[config.mk]
export PLATFORM = sky130hd
export DESIGN_NAME = hbridge_direction_dead_time_display
export DESIGN_NICKNAME = d
export VERILOG_FILES = /design/src/rtl/core/hbdtd_pkg.sv /design/src/rtl/core/hbridge_direction_dead_time_display.sv
export SDC_FILE = /design/constraint.sdc
export NUM_CORES = 1
export LEC_CHECK = 0
export BUFFER_PORTS_ARGS = -buffer_cell sky130_fd_sc_hd__buf_2
export CAP_MARGIN = 20
export CORE_UTILIZATION = 61
export DETAILED_ROUTE_END_ITERATION = 8
export PLACE_DENSITY = 0.86
export SYNTH_ARGS = -nofsm -noshare
export SYNTH_HDL_FRONTEND = slang
export SYNTH_SLANG_ARGS = --single-unit
[constraint.sdc]
create_clock -name clk -period 25.5 [get_ports clk]
set_input_delay 3.825 -clock clk [delete_from_list [all_inputs] [get_ports clk]]
set_output_delay 3.825 -clock clk [all_outputs]
set_load 0.01 [all_outputs]
[src/rtl/core/hbdtd_pkg.sv]
package hbdtd_pkg;

	localparam int unsigned PWM_FULL_DEFAULT = 4095;

	localparam int SAMPLE_W  = 12;
	localparam int PCT_W     = 7;
	localparam int FRAME_W   = 8;
	localparam int PHASE_W   = 3;
	localparam int PADDR_W   = 4;
	localparam int PDATA_W   = 32;

	localparam logic [SAMPLE_W-1:0] PCT_DIV = 12'd4095;
	localparam logic [PCT_W-1:0]    PCT_MAX = 7'd100;

	localparam logic [FRAME_W-1:0] DEAD_RESET = 8'd100;
	localparam logic [FRAME_W-1:0] DEB_RESET  = 8'd40;
	localparam logic [FRAME_W-1:0] HOLD_RESET = 8'd20;

	localparam logic [1:0] REG_DEAD = 2'd0;
	localparam logic [1:0] REG_DEB  = 2'd1;
	localparam logic [1:0] REG_HOLD = 2'd2;

	localparam logic [PHASE_W-1:0] PH_HOLD   = 3'd0;
	localparam logic [PHASE_W-1:0] PH_DEAD_L = 3'd1;
	localparam logic [PHASE_W-1:0] PH_DEB_L  = 3'd2;
	localparam logic [PHASE_W-1:0] PH_REL_L  = 3'd3;
	localparam logic [PHASE_W-1:0] PH_DEAD_R = 3'd4;
	localparam logic [PHASE_W-1:0] PH_DEB_R  = 3'd5;
	localparam logic [PHASE_W-1:0] PH_REL_R  = 3'd6;

	localparam logic [1:0] SLOT_HUNDREDS = 2'd0;
	localparam logic [1:0] SLOT_TENS     = 2'd1;
	localparam logic [1:0] SLOT_UNITS    = 2'd2;

	// seven segments a..g in bits 0..6, active low
	function automatic logic [6:0] seg_pattern(input logic [3:0] digit);
		logic [6:0] seg;
		case (digit)
			4'd0: seg = 7'h40;
			4'd1: seg = 7'h79;
			4'd2: seg = 7'h24;
			4'd3: seg = 7'h30;
			4'd4: seg = 7'h19;
			4'd5: seg = 7'h12;
			4'd6: seg = 7'h02;
			4'd7: seg = 7'h78;
			4'd8: seg = 7'h00;
			default: seg = 7'h10;
		endcase
		return seg;
	endfunction

endpackage

[src/rtl/core/hbridge_direction_dead_time_display.sv]
// H-bridge direction control with dead time and a three-digit percent display. Each accepted
// request is one display tick: it lights one digit (hundreds, tens, units in turn) and returns
// one result with the bridge drive, the direction lamps and the segment pattern. Every third
// tick is a frame boundary where the control sequence advances: sample latch and hold, button
// checks (left first), dead time on a change of direction, debounce and wait for release. The
// block takes one request per clock: the speed percent is formed as the request enters the
// input register, and the whole frame decision runs in one pass between the input register
// and the result register, so a request passes the input register and then the result register;
// a stalled result holds the input register, which then stalls the input side.
// Configuration writes through the APB port are expected only while the block is idle.
module hbridge_direction_dead_time_display #(
	parameter int unsigned PWM_FULL = hbdtd_pkg::PWM_FULL_DEFAULT
) (
	input  logic                          clk,
	input  logic                          arst_n,

	input  logic                          item_valid,
	output logic                          item_stall,
	input  logic [hbdtd_pkg::SAMPLE_W-1:0] speed_sample,
	input  logic                          left_button_n,
	input  logic                          right_button_n,

	output logic                          result_valid,
	input  logic                          result_stall,
	output logic                          high_left,
	output logic                          high_right,
	output logic [hbdtd_pkg::SAMPLE_W-1:0] left_low_compare,
	output logic [hbdtd_pkg::SAMPLE_W-1:0] right_low_compare,
	output logic                          lamp_dir_one,
	output logic                          lamp_dir_two,
	output logic [6:0]                    segment_pattern,
	output logic [2:0]                    digit_enable_n,

	input  logic                          psel,
	input  logic                          penable,
	input  logic                          pwrite,
	input  logic [hbdtd_pkg::PADDR_W-1:0] paddr,
	input  logic [hbdtd_pkg::PDATA_W-1:0] pwdata,
	output logic [hbdtd_pkg::PDATA_W-1:0] prdata,
	output logic                          pready
);

	localparam int SW = hbdtd_pkg::SAMPLE_W;
	localparam int PW = hbdtd_pkg::PCT_W;
	localparam int FW = hbdtd_pkg::FRAME_W;
	localparam int HW = hbdtd_pkg::PHASE_W;
	localparam int CHAIN_STEPS = 8;
	localparam logic [16:0] FULL_W = 17'(PWM_FULL);
	localparam logic [SW-1:0] FULL_OUT = FULL_W[SW-1:0];

	// config
	logic [FW-1:0] dead_q, deb_q, hold_q;
	logic          cfg_write;

	// input stage
	logic          item_valid_s1;
	logic [SW-1:0] duty_s1;
	logic [PW-1:0] pct_s1;
	logic          left_n_s1, right_n_s1;

	// control state
	logic          dir_q, driven_q;
	logic [HW-1:0] phase_q;
	logic [FW-1:0] frame_cnt_q;
	logic [1:0]    slot_q;
	logic [PW-1:0] percent_q;
	logic [SW-1:0] duty_q;

	// result stage
	logic          result_valid_s2;
	logic          high_left_s2, high_right_s2, lamp_one_s2, lamp_two_s2;
	logic [SW-1:0] left_cmp_s2, right_cmp_s2;
	logic [6:0]    seg_s2;
	logic [2:0]    digit_en_s2;

	logic          advance;

	// percent and duty of the incoming sample
	logic [18:0]   prod_in;
	logic [PW-1:0] quo_est;
	logic [12:0]   rem_est;
	logic [PW-1:0] pct_raw, pct_in;
	logic [SW-1:0] duty_in;

	// frame decision
	logic [1:0]    slot_eff, slot_nxt;
	logic [FW-1:0] hold_eff;
	logic [HW-1:0] ph_c;
	logic [FW-1:0] cnt_c;
	logic          dir_c, drv_c, latch_c, done_c;
	logic [PW-1:0] percent_nxt;
	logic [SW-1:0] duty_nxt;

	// display
	logic          hund;
	logic [PW-1:0] rem_pct;
	logic [14:0]   tens_prod;
	logic [3:0]    tens, units, digit;
	logic [16:0]   cmp_diff;
	logic [SW-1:0] cmp_drive;

	assign pready = 1'b1;
	assign cfg_write = psel && penable && pwrite && pready;

	always_ff @(posedge clk or negedge arst_n) begin
		if (!arst_n) begin
			dead_q <= hbdtd_pkg::DEAD_RESET;
			deb_q  <= hbdtd_pkg::DEB_RESET;
			hold_q <= hbdtd_pkg::HOLD_RESET;
		end else if (cfg_write) begin
			case (paddr[3:2])
				hbdtd_pkg::REG_DEAD: dead_q <= pwdata[FW-1:0];
				hbdtd_pkg::REG_DEB:  deb_q  <= pwdata[FW-1:0];
				hbdtd_pkg::REG_HOLD: hold_q <= pwdata[FW-1:0];
				default: ;
			endcase
		end
	end

	always_comb begin
		case (paddr[3:2])
			hbdtd_pkg::REG_DEAD: prdata = {{(hbdtd_pkg::PDATA_W-FW){1'b0}}, dead_q};
			hbdtd_pkg::REG_DEB:  prdata = {{(hbdtd_pkg::PDATA_W-FW){1'b0}}, deb_q};
			hbdtd_pkg::REG_HOLD: prdata = {{(hbdtd_pkg::PDATA_W-FW){1'b0}}, hold_q};
			default:             prdata = '0;
		endcase
	end

	// sample * 100 / 4095: estimate with >> 12, one correction
	always_comb begin
		prod_in = {1'b0, speed_sample, 6'b0} + {2'b0, speed_sample, 5'b0}
			+ {5'b0, speed_sample, 2'b0};
		quo_est = prod_in[18:12];
		rem_est = {1'b0, prod_in[11:0]} + {6'b0, quo_est};
		pct_raw = quo_est + PW'(rem_est >= {1'b0, hbdtd_pkg::PCT_DIV});
		pct_in  = (pct_raw > hbdtd_pkg::PCT_MAX) ? hbdtd_pkg::PCT_MAX : pct_raw;
		duty_in = ({5'b0, speed_sample} > FULL_W) ? FULL_OUT : speed_sample;
	end

	assign advance    = item_valid_s1 && (!result_valid_s2 || !result_stall);
	assign item_stall = item_valid_s1 && !advance;

	always_ff @(posedge clk or negedge arst_n) begin
		if (!arst_n) begin
			item_valid_s1 <= 1'b0;
		end else if (!item_stall) begin
			item_valid_s1 <= item_valid;
		end
	end

	always_ff @(posedge clk) begin
		if (item_valid && !item_stall) begin
			duty_s1    <= duty_in;
			pct_s1     <= pct_in;
			left_n_s1  <= left_button_n;
			right_n_s1 <= right_button_n;
		end
	end

	assign slot_eff = (slot_q > hbdtd_pkg::SLOT_UNITS) ? hbdtd_pkg::SLOT_HUNDREDS : slot_q;
	assign slot_nxt = (slot_eff == hbdtd_pkg::SLOT_UNITS) ? hbdtd_pkg::SLOT_HUNDREDS
		: slot_eff + 2'd1;
	assign hold_eff = (hold_q == '0) ? FW'(1) : hold_q;

	// a boundary can chain several phases in one tick; it settles within the CHAIN_STEPS unrolled steps
	always_comb begin
		ph_c    = phase_q;
		cnt_c   = frame_cnt_q;
		dir_c   = dir_q;
		drv_c   = driven_q;
		latch_c = 1'b0;
		done_c  = (slot_eff != hbdtd_pkg::SLOT_HUNDREDS);
		for (int i = 0; i < CHAIN_STEPS; i++) begin
			if (!done_c) begin
				case (ph_c)
					hbdtd_pkg::PH_HOLD: begin
						if (cnt_c == '0)
							latch_c = 1'b1;
						if (cnt_c < hold_eff) begin
							cnt_c  = cnt_c + FW'(1);
							done_c = 1'b1;
						end else if (!left_n_s1) begin
							cnt_c = '0;
							if (dir_c) begin
								drv_c = 1'b0;
								ph_c  = hbdtd_pkg::PH_DEAD_L;
							end else begin
								ph_c = hbdtd_pkg::PH_DEB_L;
							end
						end else if (!right_n_s1) begin
							cnt_c = '0;
							if (!dir_c) begin
								drv_c = 1'b0;
								ph_c  = hbdtd_pkg::PH_DEAD_R;
							end else begin
								ph_c = hbdtd_pkg::PH_DEB_R;
							end
						end else begin
							drv_c = 1'b1;
							cnt_c = '0;
							ph_c  = hbdtd_pkg::PH_HOLD;
						end
					end
					hbdtd_pkg::PH_DEAD_L, hbdtd_pkg::PH_DEAD_R: begin
						if (cnt_c < dead_q) begin
							cnt_c  = cnt_c + FW'(1);
							done_c = 1'b1;
						end else begin
							dir_c = (ph_c == hbdtd_pkg::PH_DEAD_R);
							drv_c = 1'b1;
							cnt_c = '0;
							ph_c  = dir_c ? hbdtd_pkg::PH_DEB_R : hbdtd_pkg::PH_DEB_L;
						end
					end
					hbdtd_pkg::PH_DEB_L, hbdtd_pkg::PH_DEB_R: begin
						if (cnt_c < deb_q) begin
							cnt_c  = cnt_c + FW'(1);
							done_c = 1'b1;
						end else begin
							ph_c = (ph_c == hbdtd_pkg::PH_DEB_R) ? hbdtd_pkg::PH_REL_R
								: hbdtd_pkg::PH_REL_L;
						end
					end
					hbdtd_pkg::PH_REL_L: begin
						if (!left_n_s1) begin
							done_c = 1'b1;
						end else if (!right_n_s1) begin
							cnt_c = '0;
							if (!dir_c) begin
								drv_c = 1'b0;
								ph_c  = hbdtd_pkg::PH_DEAD_R;
							end else begin
								ph_c = hbdtd_pkg::PH_DEB_R;
							end
						end else begin
							drv_c = 1'b1;
							cnt_c = '0;
							ph_c  = hbdtd_pkg::PH_HOLD;
						end
					end
					hbdtd_pkg::PH_REL_R: begin
						if (!right_n_s1) begin
							done_c = 1'b1;
						end else begin
							drv_c = 1'b1;
							cnt_c = '0;
							ph_c  = hbdtd_pkg::PH_HOLD;
						end
					end
					default: begin
						drv_c = 1'b1;
						cnt_c = '0;
						ph_c  = hbdtd_pkg::PH_HOLD;
					end
				endcase
			end
		end
	end

	assign percent_nxt = latch_c ? pct_s1 : percent_q;
	assign duty_nxt    = latch_c ? duty_s1 : duty_q;

	always_ff @(posedge clk or negedge arst_n) begin
		if (!arst_n) begin
			dir_q       <= 1'b0;
			driven_q    <= 1'b0;
			phase_q     <= hbdtd_pkg::PH_HOLD;
			frame_cnt_q <= '0;
			slot_q      <= hbdtd_pkg::SLOT_HUNDREDS;
			percent_q   <= '0;
			duty_q      <= '0;
		end else if (advance) begin
			dir_q       <= dir_c;
			driven_q    <= drv_c;
			phase_q     <= ph_c;
			frame_cnt_q <= cnt_c;
			slot_q      <= slot_nxt;
			percent_q   <= percent_nxt;
			duty_q      <= duty_nxt;
		end
	end

	// digit split: tens = rem * 205 >> 11, exact below 1029
	always_comb begin
		hund      = (percent_nxt >= hbdtd_pkg::PCT_MAX);
		rem_pct   = hund ? percent_nxt - hbdtd_pkg::PCT_MAX : percent_nxt;
		tens_prod = 15'(rem_pct) * 15'd205;
		tens      = tens_prod[14:11];
		units     = 4'(rem_pct - PW'(tens) * PW'(10));
		case (slot_eff)
			hbdtd_pkg::SLOT_HUNDREDS: digit = {3'b0, hund};
			hbdtd_pkg::SLOT_TENS:     digit = tens;
			default:                  digit = units;
		endcase
		if (digit > 4'd9)
			digit = 4'd9;
		cmp_diff  = FULL_W - {5'b0, duty_nxt};
		cmp_drive = cmp_diff[SW-1:0];
	end

	always_ff @(posedge clk or negedge arst_n) begin
		if (!arst_n) begin
			result_valid_s2 <= 1'b0;
		end else if (advance) begin
			result_valid_s2 <= 1'b1;
		end else if (!result_stall) begin
			result_valid_s2 <= 1'b0;
		end
	end

	always_ff @(posedge clk) begin
		if (advance) begin
			high_left_s2  <= drv_c && !dir_c;
			high_right_s2 <= drv_c && dir_c;
			left_cmp_s2   <= (drv_c && dir_c) ? cmp_drive : FULL_OUT;
			right_cmp_s2  <= (drv_c && !dir_c) ? cmp_drive : FULL_OUT;
			lamp_one_s2   <= !dir_c;
			lamp_two_s2   <= dir_c;
			seg_s2        <= hbdtd_pkg::seg_pattern(digit);
			digit_en_s2   <= ~(3'b001 << slot_eff);
		end
	end

	assign result_valid      = result_valid_s2;
	assign high_left         = high_left_s2;
	assign high_right        = high_right_s2;
	assign left_low_compare  = left_cmp_s2;
	assign right_low_compare = right_cmp_s2;
	assign lamp_dir_one      = lamp_one_s2;
	assign lamp_dir_two      = lamp_two_s2;
	assign segment_pattern   = seg_s2;
	assign digit_enable_n    = digit_en_s2;

endmodule

==> qor.json <==
{
  "top_layer": {"value": "met4"},
  "multi_input_area": {"value": 10600, "unit": "sq um"},
  "finish.net_count": {"value": 2066},
  "xor_and_xnor_area_share_after_synthesis": {"value": 1.77, "unit": "%"},
  "clock_skew": {"value": 13.2, "unit": "ps"},
  "core.rowCount": {"value": 56},
  "final-setup-viol-count": {"value": 0},
  "detail-route-antenna-nets": {"value": 0},
  "ff_latch_area": {"value": 3280, "unit": "sq um"},
  "critical_setup_path_kind": {"value": "reg2reg"},
  "clk-insertion-delay-late": {"value": 440, "unit": "ps"},
  "critPathRequiredTime": {"value": 25680, "unit": "ps"},
  "mostFrequentLayoutCells": {"value": "231 x sky130_fd_sc_hd__ha_1, 208 x sky130_fd_sc_hd__nand2_1, 112 x sky130_fd_sc_hd__inv_1, 107 x sky130_fd_sc_hd__o21ai_0, 105 x sky130_fd_sc_hd__nor2_1"},
  "cts_tree": {"value": "yes"},
  "postLayoutSetupSlackWorst": {"value": 1260, "unit": "ps"},
  "worst_path_max_delay_cell": {"value": "sky130_fd_sc_hd__dfstp_2"},
  "most_frequent_standard_cell_in_the_layout_excluding_fill_and_tap_cells": {"value": "sky130_fd_sc_hd__ha_1"},
  "combinational_family_with_the_most_area_after_synthesis": {"value": "compound AO/OA/AOI/OAI gates"},
  "drc": {"value": 0},
  "route.detailed.wl_per_inst": {"value": 20.7, "unit": "microns"},
  "cpMostUsedCell": {"value": "sky130_fd_sc_hd__ha_1"},
  "firstDrtPassIters": {"value": 7},
  "die_y": {"value": 157, "unit": "microns"},
  "critPathCapture": {"value": "segment_pattern[3]$_SDFFCE_PP0P_"},
  "worstPathArrival": {"value": 24420, "unit": "ps"},
  "timing.critical_path.slowest_cell_delay": {"value": 550, "unit": "ps"},
  "overflow_left_after_global_routing": {"value": 0},
  "global_route_wire_length_before_repair": {"value": 68800, "unit": "microns"},
  "synth-seq-area-share": {"value": 22.4, "unit": "%"},
  "setup_repair_after_global_routing_missed_its_margin": {"value": "false"},
  "fin_crit": {"value": 24240, "unit": "ps"},
  "worst_pin_slew": {"value": 1090, "unit": "ps"},
  "critical_path.endpoint_type": {"value": "register"},
  "cts_buffer_depth": {"value": 2},
  "routedLengthMet1": {"value": 17100, "unit": "microns"},
  "adder_and_majority_cell_fraction_of_the_synthesized_area": {"value": 22.4, "unit": "%"},
  "vias_in_the_first_global_route": {"value": 13500},
  "max-slew-margin-rel": {"value": 27.2, "unit": "%"},
  "drt_iter0_markers": {"value": 1276},
  "initial_core_util": {"value": 62.3, "unit": "%"},
  "timing_hold_violations_final": {"value": 0},
  "detailroute.wirelength.met3": {"value": 3590, "unit": "microns"},
  "num_io_pins": {"value": 130},
  "final_min_period_over_clock_period": {"value": 95.1, "unit": "%"},
  "antenna_found_initial": {"value": 0},
  "synth_flop_cell": {"value": "sky130_fd_sc_hd__edfxtp_1"},
  "source_of_the_critical_timing_path": {"value": "hold_q[4]$_DFFE_PN1P_"},
  "synth_simple_gate_area_share": {"value": 18.6, "unit": "%"},
  "yosys_warnings": {"value": 0},
  "final.fill_count": {"value": 1842},
  "via_count": {"value": 13800},
  "cp-start-kind": {"value": "register"},
  "ctsRootBufferMaster": {"value": "sky130_fd_sc_hd__clkbuf_16"},
  "syn_area": {"value": 14600, "unit": "sq um"},
  "yosys_register_bits": {"value": 119},
  "count_of_buffer_and_inverter_cells_on_the_critical_path": {"value": 9},
  "clk_transition_reported_paths": {"value": 70, "unit": "ps"},
  "fmax": {"value": 41.2, "unit": "MHz"},
  "source_of_the_worst_hold_timing_path": {"value": "duty_q[2]$_DFFE_PN0P_"},
  "buffers_on_ports": {"value": 78},
  "place.gp.congestion": {"value": 0.948},
  "clock_sinks": {"value": 119},
  "r2r_end": {"value": "segment_pattern[3]$_SDFFCE_PP0P_"},
  "synth_enable_flop_cells": {"value": 59},
  "cts_inserted_buffers": {"value": 17},
  "number_of_max_slew_violations_in_the_final_report": {"value": 0},
  "startpoint_of_the_worst_slack_reg_to_reg_timing_path": {"value": "hold_q[4]$_DFFE_PN1P_"},
  "synthCells": {"value": 1698},
  "cap_viol_max_count": {"value": 0},
  "detail_route.vias_per_cell": {"value": 6.61},
  "grt_max_degree": {"value": 61},
  "critPathMaxFanout": {"value": 13},
  "die_area": {"value": 24600, "unit": "sq um"},
  "met2_wirelength": {"value": 20100, "unit": "microns"},
  "layout-area-overhead-vs-synth": {"value": 7.76, "unit": "%"},
  "r2r_slack": {"value": 1260, "unit": "ps"},
  "post_route_cells_drive_above_1_share": {"value": 13.2, "unit": "%"},
  "kind_of_cell_with_the_highest_combined_delay_on_the_critical_path": {"value": "compound AO/OA/AOI/OAI gates"},
  "fp.dieW": {"value": 157, "unit": "microns"},
  "tns": {"value": 0, "unit": "ps"},
  "cts.htree.levels": {"value": 4},
  "detail_route.wirelength": {"value": 43300, "unit": "microns"},
  "detailed_placement_wirelength_estimate": {"value": 31600, "unit": "microns"},
  "synthMuxAreaShare": {"value": 4.03, "unit": "%"},
  "diodes": {"value": 0},
  "placement.setup.worst_slack": {"value": 731, "unit": "ps"},
  "status": {"value": "finished, final reports clean"},
  "grt.total_usage": {"value": 35.8, "unit": "%"},
  "number_of_distinct_library_cells_after_synthesis": {"value": 118},
  "ys_async_sr_fraction": {"value": 50.4, "unit": "%"},
  "floorplan.core_area": {"value": 23500, "unit": "sq um"},
  "reg2regPathDepth": {"value": 102},
  "share_of_the_synthesized_area_in_compound_gates_ao_oa_aoi_oai": {"value": 24.3, "unit": "%"},
  "critical_path_cell_count": {"value": 102},
  "worst_hold_path_type": {"value": "reg2reg"},
  "synth.avg_cell_area": {"value": 8.61, "unit": "sq um"}
}
worst register-to-register path, delay by kind of cell (launching register included):
family | cells | cell delay [ps]
compound gates | 43 | 10120
simple gates | 26 | 5380
fa+ha+maj | 17 | 5200
buf+inv | 9 | 1110
xor+xnor | 4 | 1020
mux | 3 | 650
flops | 1 | 550
cells in the mapped netlist (11+ instances only):
master	instances	area (sq um)
sky130_fd_sc_hd__nor2b_1	39	244
sky130_fd_sc_hd__a31oi_1	11	68.8
sky130_fd_sc_hd__o21ai_0	108	541
sky130_fd_sc_hd__dfrtp_1	53	1330
sky130_fd_sc_hd__a21oi_1	100	500
sky130_fd_sc_hd__nand2b_1	14	87.6
sky130_fd_sc_hd__inv_1	113	424
sky130_fd_sc_hd__and3_1	13	81.3
sky130_fd_sc_hd__nor3_1	22	110
sky130_fd_sc_hd__a211oi_1	21	158
sky130_fd_sc_hd__buf_6	11	124
sky130_fd_sc_hd__o211ai_1	14	105
sky130_fd_sc_hd__or3_1	14	87.6
sky130_fd_sc_hd__ha_1	231	2890
sky130_fd_sc_hd__edfxtp_1	59	1770
sky130_fd_sc_hd__buf_4	33	248
sky130_fd_sc_hd__a21o_1	53	398
sky130_fd_sc_hd__clkbuf_1	22	82.6
sky130_fd_sc_hd__and2_1	15	93.8
sky130_fd_sc_hd__mux2i_1	26	260
sky130_fd_sc_hd__nor2_1	107	402
sky130_fd_sc_hd__mux2_2	26	293
sky130_fd_sc_hd__nand3_1	30	150
sky130_fd_sc_hd__o21a_1	31	233
sky130_fd_sc_hd__o21ai_1	17	85.1
sky130_fd_sc_hd__nand2_1	208	781
sky130_fd_sc_hd__fa_1	19	380
sky130_fd_sc_hd__nand4_1	28	175
sky130_fd_sc_hd__xnor2_1	17	149
metrics by stage:
step,instance area (sq um),hold slack (ps),cells,util [%]
3_3_place_gp,15100,453,2055,64.3
2_1_floorplan,14700,442,1721,-
6_report,15800,474,2091,67.1
5_1_grt,15800,510,2091,67.1
3_5_place_dp,15100,463,2055,64.3
4_1_cts,15700,477,2087,66.8
metal layers:
| layer | global-route usage [%] | vias to the layer above |
|---|---|---|
| li1 | - | 6342 |
| met1 | 43.2 | 6537 |
| met2 | 59.2 | 742 |
| met3 | 6.29 | 202 |
| met4 | 22.0 | 0 |
| met5 | 0 | - |
final cells by class:
class	count	area share, %
multi-input combinational	1413	67.0
timing repair buffer	94	3.26
tap	319	2.53
clock inverter	13	0.874
clock buffer	19	2.81
sequential	119	20.8
inverter	114	2.72
cell families after synthesis:
family                     after synthesis
other                                    2
adders and majority gates              250
xor gates and xnor gates                28
and+or+nand+nor                        550
AOI/OAI and AO/OA                      504
buffers and inverters                  190
DFF                                    119
muxes                                   55
sequential cells by signal, indices dropped and copies added (netlist names), 2 cells and up:
signal	cells
duty_s1	12
frame_cnt_q	8
duty_q	12
slot_q	2
hold_q	8
pct_s1	7
segment_pattern	7
right_low_compare	12
left_low_compare	12
dead_q	8
digit_enable_n	3
deb_q	8
phase_q	3
percent_q	7
worst min-delay path by stage:
| stage | endpoint | slack [ps] | cells after the start |
|---|---|---|---|
| CTS | duty_q[2]$_DFFE_PN0P_ | 480 | 2 |
| floorplan | duty_q[0]$_DFFE_PN0P_ | 440 | 2 |
| detailed placement | duty_q[2]$_DFFE_PN0P_ | 460 | 2 |
| finish | duty_q[2]$_DFFE_PN0P_ | 470 | 2 |
| global route | duty_q[3]$_DFFE_PN0P_ | 510 | 2 |
| global placement | duty_q[3]$_DFFE_PN0P_ | 450 | 2 |
repair_timing:
item | 4_1_cts | 5_1_grt
hold buffers | 0 | 0
gates resized for setup | 0 | 11
setup endpoints to repair | 0 | 7
buffers inserted | 0 | 2
Power is left out: the tool's default activity adds up to more than one toggle a clock period on the data nets, which glitch-free logic cannot reach.
